## src/rtl/aes3_element_word_unpacker_assert.svh

```systemverilog
// assertion helpers for the element word unpacker
`ifndef AES3_ELEMENT_WORD_UNPACKER_ASSERT_SVH
`define AES3_ELEMENT_WORD_UNPACKER_ASSERT_SVH

// same-cycle implication, disabled while reset is low
`define AES3U_ASSERT_IMPL(label, clk, rst_n, ante, cons) \
    label: assert property (@(posedge clk) disable iff (!rst_n) (ante) |-> (cons)) \
        else $error("aes3u assertion failed");

// next-cycle implication, disabled while reset is low
`define AES3U_ASSERT_NEXT(label, clk, rst_n, ante, cons) \
    label: assert property (@(posedge clk) disable iff (!rst_n) (ante) |=> (cons)) \
        else $error("aes3u assertion failed");

`endif

```

## src/rtl/aes3u_pkg.sv

```systemverilog
package aes3u_pkg;

    // sample frame counts, tried in this order
    localparam logic [10:0] FRAMES_A = 11'd1920;
    localparam logic [10:0] FRAMES_B = 11'd1601;
    localparam logic [10:0] FRAMES_C = 11'd1602;

    // words per frame of the short layout
    localparam int SHORT_WORDS = 4;
    localparam int BYTES_PER_WORD = 4;
    localparam int HDR_BYTES = 4;

    // header byte codes
    localparam logic [7:0] PAL_B0_A  = 8'h80;
    localparam logic [7:0] PAL_B0_B  = 8'h00;
    localparam logic [7:0] PAL_B1    = 8'h80;
    localparam logic [7:0] PAL_B2    = 8'h07;
    localparam logic [7:0] NTSC_B0_LO = 8'h80;
    localparam logic [7:0] NTSC_B0_HI = 8'h85;
    localparam logic [7:0] NTSC_B1_LO = 8'h40;
    localparam logic [7:0] NTSC_B1_HI = 8'h42;
    localparam logic [7:0] NTSC_B2    = 8'h06;

    // sample modes
    localparam logic [1:0] MODE_16 = 2'd0;
    localparam logic [1:0] MODE_24 = 2'd1;

    // register indexes
    localparam logic REG_SAMPLE_MODE   = 1'b0;
    localparam logic REG_CHANNEL_COUNT = 1'b1;

    localparam logic [1:0] SAMPLE_MODE_RESET   = MODE_16;
    localparam logic [3:0] CHANNEL_COUNT_RESET = 4'd8;

    typedef struct packed {
        logic        hdr;
        logic        found;
        logic        long_layout;
        logic [10:0] frames;
    } layout_t;

    typedef struct packed {
        logic               valid;
        logic signed [23:0] sample;
        logic [2:0]         channel;
        logic               last;
        logic               size_error;
    } result_t;

endpackage

```

## src/rtl/aes3_element_word_unpacker.sv

```systemverilog
// aes3 element word unpacker: one packet word in, at most one audio sample out
// a word is held in the input register, its result request in the output register
// throughput: one word per cycle unless a full output register waits on m_tready
// reset: rst_n is asynchronous and active low; it empties both pipeline registers,
// closes any open packet and sets 16-bit mode with eight channels
module aes3_element_word_unpacker #(
    parameter int MAX_WORDS_PER_FRAME = 8
) (
    input  logic        clk,
    input  logic        rst_n,

    // configuration writes
    input  logic        cfg_we,
    input  logic        cfg_index,
    input  logic [3:0]  cfg_data,

    // word requests
    input  logic        s_tvalid,
    output logic        s_tready,
    input  logic [47:0] s_tdata,   // [31:0] word, [47:32] packet_bytes
    input  logic        s_tuser,   // [0] first_word

    // sample requests
    output logic        m_tvalid,
    input  logic        m_tready,
    output logic [31:0] m_tdata,   // [23:0] sample, [26:24] channel, [31:27] zero
    output logic        m_tuser,   // [0] size_error
    output logic        m_tlast    // last_of_packet
);

    `include "aes3_element_word_unpacker_assert.svh"

    // configuration registers
    logic [1:0]  sample_mode_reg;
    logic [3:0]  channel_count_reg;

    // input stage
    logic        in_valid_reg;
    logic [31:0] in_word_reg;
    logic [15:0] in_bytes_reg;
    logic        in_first_reg;

    // output stage
    logic               out_valid_reg;
    logic               out_valid_next;
    logic signed [23:0] out_sample_reg;
    logic [2:0]         out_channel_reg;
    logic               out_last_reg;
    logic               out_error_reg;

    logic               out_free;
    logic               advance;
    logic               s_accept;
    aes3u_pkg::layout_t layout;
    aes3u_pkg::result_t result;

    always_ff @(posedge clk or negedge rst_n)
    begin
        if (!rst_n)
        begin
            sample_mode_reg   <= aes3u_pkg::SAMPLE_MODE_RESET;
            channel_count_reg <= aes3u_pkg::CHANNEL_COUNT_RESET;
        end
        else if (cfg_we)
        begin
            unique case (cfg_index)
                aes3u_pkg::REG_SAMPLE_MODE:   sample_mode_reg   <= cfg_data[1:0];
                aes3u_pkg::REG_CHANNEL_COUNT: channel_count_reg <= cfg_data;
                default:                      sample_mode_reg   <= sample_mode_reg;
            endcase
        end
    end

    // the input register moves on whenever the output register can take a result
    assign out_free = !out_valid_reg || m_tready;
    assign advance  = in_valid_reg && out_free;
    assign s_tready = !in_valid_reg || out_free;
    assign s_accept = s_tvalid && s_tready;

    always_ff @(posedge clk or negedge rst_n)
    begin
        if (!rst_n)
        begin
            in_valid_reg <= 1'b0;
        end
        else if (s_tready)
        begin
            in_valid_reg <= s_tvalid;
        end
    end

    // payload needs no reset
    always_ff @(posedge clk)
    begin
        if (s_accept)
        begin
            in_word_reg  <= s_tdata[31:0];
            in_bytes_reg <= s_tdata[47:32];
            in_first_reg <= s_tuser;
        end
    end

    // header detection and size match, only consulted on a first word
    aes3u_layout #(
        .MAX_WORDS_PER_FRAME (MAX_WORDS_PER_FRAME)
    ) u_layout (
        .word         (in_word_reg),
        .packet_bytes (in_bytes_reg),
        .layout       (layout)
    );

    // frame position tracking and sample extraction
    aes3u_frame #(
        .MAX_WORDS_PER_FRAME (MAX_WORDS_PER_FRAME)
    ) u_frame (
        .clk           (clk),
        .rst_n         (rst_n),
        .advance       (advance),
        .word          (in_word_reg),
        .first_word    (in_first_reg),
        .layout        (layout),
        .sample_mode   (sample_mode_reg),
        .channel_count (channel_count_reg),
        .result        (result)
    );

    always_comb
    begin
        if (advance && result.valid)
        begin
            out_valid_next = 1'b1;
        end
        else if (m_tready)
        begin
            out_valid_next = 1'b0;
        end
        else
        begin
            out_valid_next = out_valid_reg;
        end
    end

    always_ff @(posedge clk or negedge rst_n)
    begin
        if (!rst_n)
        begin
            out_valid_reg <= 1'b0;
        end
        else
        begin
            out_valid_reg <= out_valid_next;
        end
    end

    always_ff @(posedge clk)
    begin
        if (advance && result.valid)
        begin
            out_sample_reg  <= result.sample;
            out_channel_reg <= result.channel;
            out_last_reg    <= result.last;
            out_error_reg   <= result.size_error;
        end
    end

    assign m_tvalid = out_valid_reg;
    assign m_tdata  = {5'd0, out_channel_reg, out_sample_reg};
    assign m_tuser  = out_error_reg;
    assign m_tlast  = out_last_reg;

    // a size error carries a zero sample and never closes a packet
    `AES3U_ASSERT_IMPL(a_error_clean, clk, rst_n, m_tvalid && m_tuser, m_tdata == 32'd0 && !m_tlast)
    // no request is made in the no-output modes
    `AES3U_ASSERT_NEXT(a_silent_mode, clk, rst_n, advance && sample_mode_reg[1] && !m_tvalid, !m_tvalid)
    // a held word with room downstream never blocks the input
    `AES3U_ASSERT_IMPL(a_no_bubble, clk, rst_n, in_valid_reg && out_free, s_tready)

endmodule

```

## src/rtl/aes3u_layout.sv

```systemverilog
module aes3u_layout #(
    parameter int MAX_WORDS_PER_FRAME = 8
) (
    input  logic [31:0]          word,
    input  logic [15:0]          packet_bytes,
    output aes3u_pkg::layout_t   layout
);

    localparam int LONG_BYTES = aes3u_pkg::BYTES_PER_WORD * MAX_WORDS_PER_FRAME;
    localparam int SHORT_BYTES = aes3u_pkg::BYTES_PER_WORD * aes3u_pkg::SHORT_WORDS;

    localparam logic [16:0] LONG_A  = 17'(int'(aes3u_pkg::FRAMES_A) * LONG_BYTES);
    localparam logic [16:0] SHORT_A = 17'(int'(aes3u_pkg::FRAMES_A) * SHORT_BYTES);
    localparam logic [16:0] LONG_B  = 17'(int'(aes3u_pkg::FRAMES_B) * LONG_BYTES);
    localparam logic [16:0] SHORT_B = 17'(int'(aes3u_pkg::FRAMES_B) * SHORT_BYTES);
    localparam logic [16:0] LONG_C  = 17'(int'(aes3u_pkg::FRAMES_C) * LONG_BYTES);
    localparam logic [16:0] SHORT_C = 17'(int'(aes3u_pkg::FRAMES_C) * SHORT_BYTES);

    logic [7:0]  b0;
    logic [7:0]  b1;
    logic [7:0]  b2;
    logic        pal;
    logic        ntsc;
    logic        hdr;
    logic [16:0] payload;

    assign b0 = word[7:0];
    assign b1 = word[15:8];
    assign b2 = word[23:16];

    assign pal = (b0 == aes3u_pkg::PAL_B0_A || b0 == aes3u_pkg::PAL_B0_B)
               && b1 == aes3u_pkg::PAL_B1 && b2 == aes3u_pkg::PAL_B2;
    assign ntsc = b0 >= aes3u_pkg::NTSC_B0_LO && b0 <= aes3u_pkg::NTSC_B0_HI
                && b1 >= aes3u_pkg::NTSC_B1_LO && b1 <= aes3u_pkg::NTSC_B1_HI
                && b2 == aes3u_pkg::NTSC_B2;
    assign hdr = pal || ntsc;

    // a header on a too-short packet wraps to a value no layout can match
    assign payload = {1'b0, packet_bytes} - (hdr ? 17'(aes3u_pkg::HDR_BYTES) : 17'd0);

    always_comb
    begin
        layout.hdr         = hdr;
        layout.found       = 1'b1;
        layout.long_layout = 1'b0;
        layout.frames      = aes3u_pkg::FRAMES_A;
        priority if (payload == LONG_A)
        begin
            layout.long_layout = 1'b1;
        end
        else if (payload == SHORT_A)
        begin
            layout.long_layout = 1'b0;
        end
        else if (payload == LONG_B)
        begin
            layout.long_layout = 1'b1;
            layout.frames      = aes3u_pkg::FRAMES_B;
        end
        else if (payload == SHORT_B)
        begin
            layout.frames      = aes3u_pkg::FRAMES_B;
        end
        else if (payload == LONG_C)
        begin
            layout.long_layout = 1'b1;
            layout.frames      = aes3u_pkg::FRAMES_C;
        end
        else if (payload == SHORT_C)
        begin
            layout.frames      = aes3u_pkg::FRAMES_C;
        end
        else
        begin
            layout.found       = 1'b0;
        end
    end

endmodule

```

## src/rtl/aes3u_frame.sv

```systemverilog
module aes3u_frame #(
    parameter int MAX_WORDS_PER_FRAME = 8
) (
    input  logic                 clk,
    input  logic                 rst_n,
    input  logic                 advance,
    input  logic [31:0]          word,
    input  logic                 first_word,
    input  aes3u_pkg::layout_t   layout,
    input  logic [1:0]           sample_mode,
    input  logic [3:0]           channel_count,
    output aes3u_pkg::result_t   result
);

    localparam int WIF_W = $clog2(MAX_WORDS_PER_FRAME);

    logic             packet_active_reg;
    logic             packet_active_next;
    logic             eight_word_frames_reg;
    logic             eight_word_frames_next;
    logic [WIF_W-1:0] word_in_frame_reg;
    logic [WIF_W-1:0] word_in_frame_next;
    logic [10:0]      frames_done_reg;
    logic [10:0]      frames_done_next;
    logic [10:0]      frames_in_packet_reg;
    logic [10:0]      frames_in_packet_next;

    logic             active_eff;
    logic             eight_eff;
    logic [WIF_W-1:0] idx_eff;
    logic [10:0]      done_eff;
    logic [10:0]      fip_eff;
    logic             mode_ok;
    logic [3:0]       tpf;
    logic [3:0]       kept;
    logic [3:0]       idx4;
    logic [3:0]       idx_inc;
    logic [11:0]      done_inc;
    logic signed [23:0] value;

    assign mode_ok = sample_mode == aes3u_pkg::MODE_16 || sample_mode == aes3u_pkg::MODE_24;

    // a first word restarts the frame state before its own data is looked at
    assign active_eff = first_word ? layout.found       : packet_active_reg;
    assign eight_eff  = first_word ? layout.long_layout : eight_word_frames_reg;
    assign idx_eff    = first_word ? '0                 : word_in_frame_reg;
    assign done_eff   = first_word ? 11'd0              : frames_done_reg;
    assign fip_eff    = first_word ? layout.frames      : frames_in_packet_reg;

    assign tpf     = eight_eff ? 4'(MAX_WORDS_PER_FRAME) : 4'(aes3u_pkg::SHORT_WORDS);
    assign kept    = (channel_count < tpf) ? channel_count : tpf;
    assign idx4    = 4'(idx_eff);
    assign idx_inc = idx4 + 4'd1;
    assign done_inc = {1'b0, done_eff} + 12'd1;

    assign value = (sample_mode == aes3u_pkg::MODE_16)
                 ? {{8{word[27]}}, word[27:12]}
                 : word[27:4];

    always_comb
    begin
        packet_active_next    = active_eff;
        eight_word_frames_next = eight_eff;
        word_in_frame_next    = idx_eff;
        frames_done_next      = done_eff;
        frames_in_packet_next = fip_eff;
        result                = '0;
        if (first_word && !layout.found)
        begin
            // unknown size: drop the packet, report once in the sample modes
            packet_active_next   = 1'b0;
            eight_word_frames_next = eight_word_frames_reg;
            word_in_frame_next   = word_in_frame_reg;
            frames_done_next     = frames_done_reg;
            frames_in_packet_next = frames_in_packet_reg;
            result.valid         = mode_ok;
            result.size_error    = 1'b1;
        end
        else if (first_word && layout.hdr)
        begin
            // header word only opens the packet
        end
        else if (active_eff)
        begin
            if (mode_ok && idx4 < kept)
            begin
                result.valid   = 1'b1;
                result.sample  = value;
                result.channel = 3'(idx_eff);
                result.last    = (done_inc >= {1'b0, fip_eff}) && (idx_inc == kept);
            end
            if (idx_inc >= tpf)
            begin
                word_in_frame_next = '0;
                frames_done_next   = done_inc[10:0];
                if (done_inc[10:0] >= fip_eff)
                begin
                    packet_active_next = 1'b0;
                end
            end
            else
            begin
                word_in_frame_next = WIF_W'(idx_inc);
            end
        end
    end

    always_ff @(posedge clk or negedge rst_n)
    begin
        if (!rst_n)
        begin
            packet_active_reg     <= 1'b0;
            eight_word_frames_reg <= 1'b0;
            word_in_frame_reg     <= '0;
            frames_done_reg       <= '0;
            frames_in_packet_reg  <= '0;
        end
        else if (advance)
        begin
            packet_active_reg     <= packet_active_next;
            eight_word_frames_reg <= eight_word_frames_next;
            word_in_frame_reg     <= word_in_frame_next;
            frames_done_reg       <= frames_done_next;
            frames_in_packet_reg  <= frames_in_packet_next;
        end
    end

endmodule
```

## config.mk

```make
export PLATFORM = sky130hd
export DESIGN_NAME = aes3_element_word_unpacker
export DESIGN_NICKNAME = d
export VERILOG_FILES = /design/src/rtl/aes3u_pkg.sv /design/src/rtl/aes3_element_word_unpacker.sv /design/src/rtl/aes3u_layout.sv /design/src/rtl/aes3u_frame.sv
export VERILOG_INCLUDE_DIRS = /design/src /design/src/rtl
export SDC_FILE = /design/constraint.sdc
export NUM_CORES = 1
export LEC_CHECK = 0
export BUFFER_PORTS_ARGS = -buffer_cell sky130_fd_sc_hd__buf_4
export CORE_AREA = 4 4 110 112
export DETAILED_ROUTE_END_ITERATION = 10
export DIE_AREA = 0 0 114 116
export GPL_TIMING_DRIVEN = 0
export PLACE_DENSITY = 0.75
export SKIP_LAST_GASP = 1
export SLEW_MARGIN = 15
export SYNTH_ARGS = -nofsm -noshare
export SYNTH_HDL_FRONTEND = slang
export SYNTH_SLANG_ARGS = --single-unit
```

## constraint.sdc

```tcl
create_clock -name clk -period 6.13 [get_ports clk]
set_clock_uncertainty 0.15 [all_clocks]
set_input_delay 1.226 -clock clk [delete_from_list [all_inputs] [get_ports clk]]
set_output_delay 1.226 -clock clk [all_outputs]
set_load 0.005 [all_outputs]
```

* After elaboration in Yosys (flattened, before gate mapping)
Index checks and enable logic that the tools add are counted.
** Word-level totals
- Register bits :: 109
- Bits in latches :: 0
- RAM bits :: 0
- Bits in read-only memories :: 0
- Output and inout port bits :: 36
- Memories :: 0
** Operators by class
- Add/subtract/negate cells :: 3
- Multiply operators :: 0
- Divide/modulo/power cells :: 0
- Magnitude comparators :: 9
- Equal/unequal tests :: 12
- Shift-type cells :: 0
- Mux-type cells :: 42
- Bitwise operators :: 4
- Reductions and logical operators :: 28
** Operator list (number)
- two-way mux 11 bit :: 9
- two-way mux 29 bit :: 3
- == test 17 x 15 -> 1 bit (second input constant) :: 3
- == test 17 x 16 -> 1 bit (second input constant) :: 3
- two-way mux 23 bit :: 1
- two-way mux 1 bit :: 19
- subtractor 16 x 17 -> 17 bit :: 1
- == test 8 x 3 -> 1 bit (second input constant) :: 2
- == test 8 bit (second input constant) :: 2
- two-way mux 3 bit :: 5
- logical AND 1 bit :: 13
- adder 11 x 1 -> 12 bit (second input constant) :: 1
- >= comparator 12 x 11 -> 1 bit :: 1
- two-way mux 12 bit :: 1
- >= comparator 11 bit :: 1
- two-way mux 9 bit :: 1
- >= comparator 8 x 7 -> 1 bit (second input constant) :: 1
- >= comparator 8 bit (second input constant) :: 1
- <= comparator 8 x 7 -> 1 bit (second input constant) :: 1
- <= comparator 8 bit (second input constant) :: 1
- zero test 8 bit :: 1
- two-way mux 4 bit :: 2
- AND reduction 2 bit :: 3
- logical OR 1 bit :: 5
- 12 further kinds :: 17

* Logic depth before layout (Yosys ltp)
- Word-level depth :: 27
- Depth in mapped cells :: 21
- Gate-level depth less buffers :: 19

* By module
From an unflattened synthesis, not the netlist that was laid out.
** Second synthesis, totals
- Cells, all modules :: 505
- Area, all modules :: 5816.8 um^2
** By module, submodules not included
- aes3_element_word_unpacker :: instances 1, cells an instance 108, area each 2728.9 um^2
- aes3u_frame :: instances 1, cells an instance 317, area each 2519.9 um^2
- aes3u_layout :: instances 1, cells an instance 80, area each 568.0 um^2

* Worst setup path before layout
Ideal clock, no wire load.
- Kind :: reg-to-reg
- Start :: reg in_word_reg[20]
- End :: reg out_last_reg (netlist: m_tlast), enable pin
- Setup time :: 0.415 ns
- Arrival :: 5.865 ns
- Data required time :: 5.565 ns
- Path slack :: -0.300 ns
- Stages on the path, launching flop included :: 21
- Buffers on the path :: 1
- Period minus slack after synthesis :: 6.430 ns
- Cell sequence :: edfxtp_1 -> nor4b_1 -> nand4_1 -> a211oi_1 -> ha_1 -> or4b_1 -> buf_1 -> nor4_1 -> mux2i_1 -> a31oi_1 -> a21oi_1 -> ha_1 -> o22a_1 -> nand2_1 -> ha_1 -> nor2b_1 -> o21ai_0 -> a21oi_1 -> or3_1 -> o21a_1 -> nor2_1
** On the way
- Word-level cells in the longest chain between the ends :: 22
- Elaborated cells on any way between the ends :: 38
- Those cells by class :: add/sub: 1; order compare: 2; eq/ne: 8; mux: 19; reduce/logical: 8
** Ends and longest elaborated chain
- start, declared :: line aes3_element_word_unpacker.sv:39 : logic [31:0] in_word_reg;
- start signal, assigned :: line aes3_element_word_unpacker.sv:97 : in_word_reg <= s_tdata[31:0];
- == test 8 x 3 -> 1 bit, on equally long branches :: line aes3u_layout.sv:32, aes3u_layout.sv:35
- logical AND 1 bit, on equally long branches :: line aes3u_layout.sv:32, aes3u_layout.sv:35
- logical OR 1 bit (*) :: line aes3u_layout.sv:36 : assign hdr = pal || ntsc;
- two-way mux 3 bit :: line aes3u_layout.sv:39 : assign payload = {1'b0, packet_bytes} - (hdr ? 17'(aes3u_pkg::HDR_BYTES) : 17'd0);
- subtractor 16 x 17 -> 17 bit :: line aes3u_layout.sv:39
- == test 17 x 16 -> 1 bit :: line aes3u_layout.sv:64 : else if (payload == LONG_C)
- two-way mux 1 bit :: line aes3u_layout.sv:64
- two-way mux 2 bit :: line aes3u_layout.sv:60 : else if (payload == SHORT_B)
- (+6 left out)
- two-way mux 4 bit :: line aes3u_frame.sv:51 : assign kept = (channel_count < tpf) ? channel_count : tpf;
- less-than comparator 3 x 4 -> 1 bit :: line aes3u_frame.sv:85 : if (mode_ok && idx4 < kept)
- logical AND 1 bit :: line aes3u_frame.sv:85
- two-way mux 29 bit :: line aes3u_frame.sv:85
- two-way mux 29 bit :: line aes3u_frame.sv:83 : else if (active_eff)
- two-way mux 29 bit :: line aes3u_frame.sv:79 : else if (first_word && layout.hdr)
- two-way mux 1 bit (*) :: line aes3u_frame.sv:68 : if (first_word && !layout.found)
- logical AND 1 bit (*) :: line aes3_element_word_unpacker.sv:157 : if (advance && result.valid)
- end signal, assigned :: line aes3_element_word_unpacker.sv:161 : out_last_reg <= result.last;
- end, declared :: line aes3_element_word_unpacker.sv:48 : logic out_last_reg;
Every way passes the cells marked *; elsewhere a longest branch is shown, timed or not.
A chain may end at the register's enable or synchronous reset.

* Worst setup path after layout
- Start :: reg in_word_reg[20]
- End :: reg out_channel_reg[2], enable pin
** On the way
- Word-level cells in the longest chain between the ends :: 22
- Elaborated cells on any way between the ends :: 38
- Those cells by class :: add/sub: 1; order compare: 2; eq/ne: 8; mux: 19; reduce/logical: 8
** Ends and longest elaborated chain
- == test 8 x 3 -> 1 bit, on equally long branches :: line aes3u_layout.sv:32, aes3u_layout.sv:35
- logical AND 1 bit, on equally long branches :: line aes3u_layout.sv:32, aes3u_layout.sv:35
- logical OR 1 bit (*) :: line aes3u_layout.sv:36
- two-way mux 3 bit :: line aes3u_layout.sv:39
- subtractor 16 x 17 -> 17 bit :: line aes3u_layout.sv:39
- == test 17 x 16 -> 1 bit :: line aes3u_layout.sv:64
- two-way mux 1 bit :: line aes3u_layout.sv:64
- two-way mux 2 bit :: line aes3u_layout.sv:60
- (+6 left out)
- two-way mux 4 bit :: line aes3u_frame.sv:51
- less-than comparator 3 x 4 -> 1 bit :: line aes3u_frame.sv:85
- logical AND 1 bit :: line aes3u_frame.sv:85
- two-way mux 29 bit :: line aes3u_frame.sv:85
- two-way mux 29 bit :: line aes3u_frame.sv:83
- two-way mux 29 bit :: line aes3u_frame.sv:79
- two-way mux 1 bit (*) :: line aes3u_frame.sv:68
- logical AND 1 bit (*) :: line aes3_element_word_unpacker.sv:157
- end signal, assigned :: line aes3_element_word_unpacker.sv:160 : out_channel_reg <= result.channel;
- end, declared :: line aes3_element_word_unpacker.sv:47 : logic [2:0] out_channel_reg;
Marked as above.

==> results.yml <==
route:
  number_of_search_and_repair_iterations_in_the_first_detailed_routing_pass: 5
  viasPerCell: 5.63
  ant_nets: 0
  remaining_drc_errors: 0
  route.vias.total: 4276
  drt_first_iter_violations: 331
  routedWlPerCell_um: 16.4
  finalWirelength_um: 12500
pwr:
  net_switching_fraction_of_the_power_pct: 28.8
  cellPowerDensity_nw_per_um2: 268
  power_frac_seq_pct: 49.9
  power.switching_uw: 525
  clkPwrFrac_pct: 32.4
  power.combinational.fraction_pct: 17.7
  p_int_mw: 1.30
  vdd.ir_drop.worst_mv: 0.220
  leakagePower_nw: 2.75
synth:
  ys_dominant_reg_cell: "edfxtp_1"
  synthDistinctLibCells: 58
  synthTopCellsByArea: "edfxtp_1, dfrtp_1, nand2_1, ha_1, a21oi_2"
  postSynthRegisterBits: 109
  proportion_of_synthesized_chip_area_in_sequential_cells_pct: 56.1
  top_cell_types_by_occurrence_after_synthesis: "edfxtp_1, nand2_1, dfrtp_1"
  post_synth_inst_count: 504
  synth_top_area_cell: "edfxtp_1"
  synth_edf_count: 74
  synthDominantCellAreaShare_pct: 40.2
  cell_area_synth_um2: 5530
  synth_most_common_cell: "edfxtp_1"
  async_flop_share_pct: 32.1
  syn_area_per_cell_um2: 11.0
  yosys_warnings: 0
placed_design:
  gp_routability_congestion: 0.886
  detailedPlacementHpwl_um: 9040
  dp_slack_ps: -610
  post-place-cells: 737
  place.port_buffers: 85
  detailed_place.area_um2: 6390
critical_path:
  cp_data_arrival_time_ps: 5620
  worst_r2r_startpoint: "in_word_reg[20]"
  crit_type: "reg2reg"
  worst_setup_path_startpoint: "in_word_reg[20]"
  cp-start-kind: "flop"
  critical_path.endpoint_type: "flop"
  required_ps: 6050
  worstPathMaxFanout: 15
global_route:
  global_route_wire_length_before_repair_um: 20200
  grt_pass1_vias: 4142
  grtUsageTotal_pct: 19.4
  gr_ovfl_total: 0
  antenna_found_initial: 0
  grt_start_max_net_pins: 41
floorplan:
  num_rows: 39
  count_of_boundary_i_o_pins: 95
  die_w_um: 114
  fp.coreArea_um2: 11200
  die_height_um: 116
  die_area_um2: 13200
  initial_utilization_pct: 49.3
timing:
  max_freq_ghz: 0.175
  setup_viol: 0
  relSlewSlack_pct: 51.6
  timing.final.crit_share_pct: 93.0
  finalMaxSlewViolations: 0
  grt_setup_unrepaired: "no"
  final.hold.worst_slack_ps: 323
  hold_viol: 0
  worst_pin_slew_ps: 721
  final_critical_path_time_including_i_o_delays_and_setup_ps: 5700
  post-route-worst-setup-slack_ps: 428
run_status:
  run_status: "completed"
run:
  cap_violations: 0
clocking:
  root_buffer: "clkbuf_16"
  clock_tree.buffer_depth: 2
  clock_tree_from_tritoncts: "done"
  clkSlewWorstSetupHoldPaths_ps: 70
  count_of_clock_tree_sinks: 109
  cts.htree.levels: 3
  clk-insertion-delay-late_ps: 370
  tritoncts.num_buffers: 9
min_path:
  worst_hold_startpoint: "u_frame.frames_in_packet_reg[9]"
  worstHoldPathType: "reg2reg"
final_layout:
  post_layout_nonfiller_instances: 760
  antennaDiodeCount: 0
  final_area_um2: 6800
  final_core_utilization_pct: 60.6
  layout-drive-gt1-share_pct: 25.8
  largest_reg_flops: 28
  area_growth_pct: 22.9
  num-nets-final: 689
## power groups by stage
stage	Clock [mW]	Combinational, mW	Sequential [mW]
finish	0.590	0.322	0.909
global route	0.630	0.358	0.916
CTS	0.602	0.322	0.908
detailed placement	0	0.308	0.923
global placement	0	0.294	0.922
floorplan	0	0.189	0.913
## what timing repair did
item                       CTS  global route
pin swaps                    2             2
resized for setup            4             3
setup endpoints to repair   52            52
setup buffers                4             2
gates cloned                 1             0
hold buffers                 0             0
## metal layers
| metal | track usage, % | wire length [µm] | vias up |
|---|---|---|---|
| met5 | 0 | 0 | - |
| met4 | 7.92 | 248 | 0 |
| met3 | 4.23 | 725 | 19 |
| met2 | 32.9 | 6420 | 149 |
| met1 | 24.3 | 5080 | 2064 |
| li1 | - | - | 2044 |
## per-stage QoR
step / TNS [ps] / power, mW
after floorplan: 0 / 1.10
after global placement: -28080 / 1.22
after detailed placement: -17640 / 1.23
after CTS: 0 / 1.83
after global routing: 0 / 1.90
final: 0 / 1.82
## area by class of cell
cell class | instances | area, µm²
fillers | 927 | 4430
flip-flops and latches | 109 | 3100
clock inverters | 7 | 88.8
well taps | 143 | 179
repair buffers | 92 | 716
plain buffers | 27 | 145
multi-input cells | 353 | 2270
inverters | 20 | 75.1
clock buffers | 9 | 225
## final timing paths
check,slack (ps),end,depth (start not counted)
max,430,out_channel_reg[2],21
min,320,u_frame.frames_in_packet_reg[9],1
max reg2reg,430,out_channel_reg[2],21
min reg2reg,320,u_frame.frames_in_packet_reg[9],1
max in group asynchronous,4800,channel_count_reg[3],1
min in group asynchronous,670,u_frame.frames_done_reg[10],1
## cells by family (layout without fill, tap and decap cells)
group                      count (synthesis)  count (layout)  synth area share [%]
AOI/OAI and AO/OA                        109             109                  13.5
xor gates and xnor gates                  14              14                  2.22
adders and majority gates                 18              18                  4.07
buffers and inverters                     47             155                  3.98
DFF                                      109             109                  56.1
muxes                                     12              12                  2.33
other                                      1               5                0.0678
and+or+nand+nor                          194             195                  17.8
## worst max-delay path, stage by stage, from the launching register on
cell and delay [ps]:
edfxtp_1 430, nor4b_1 350, nand4_1 180, a211oi_2 220, ha_2 290, or4b_1 440, buf_1 170, nor4_1 260
mux2i_1 370, a31oi_2 230, a21oi_2 250, ha_1 310, o22a_1 190, nand2_1 70, ha_1 210, nor2b_1 120
o21ai_0 130, a21oi_1 100, or3_1 390, o21a_1 210, nor2_4 160, buf_12 160
## layout by cell type (no fill, tap or decap), types with 4 or more instances in the layout
cell type   n
nor2b_1    12
or4_1       4
a31oi_1     6
nor3b_1     6
or2_2       7
o31ai_1     6
o21ai_0    18
nand2_1    71
xor2_1      6
buf_4      95
mux2i_1     5
nor3_1      6
a21oi_1    23
nand3_1    11
clkinv_8    4
nand2b_1   11
inv_1      20
a21o_1      4
dfrtp_1    34
and2_1      6
nor4b_1     4
conb_1      5
clkbuf_16   9
or3_1       4
a21oi_2    18
nor2_1     28
a21boi_0    4
clkbuf_1   15
mux2_2      7
nor4_1      5
ha_1       17
xnor2_1     8
nand4_1     5
edfxtp_1   74
and3_1      6
Power figures use the tool's default switching activity.
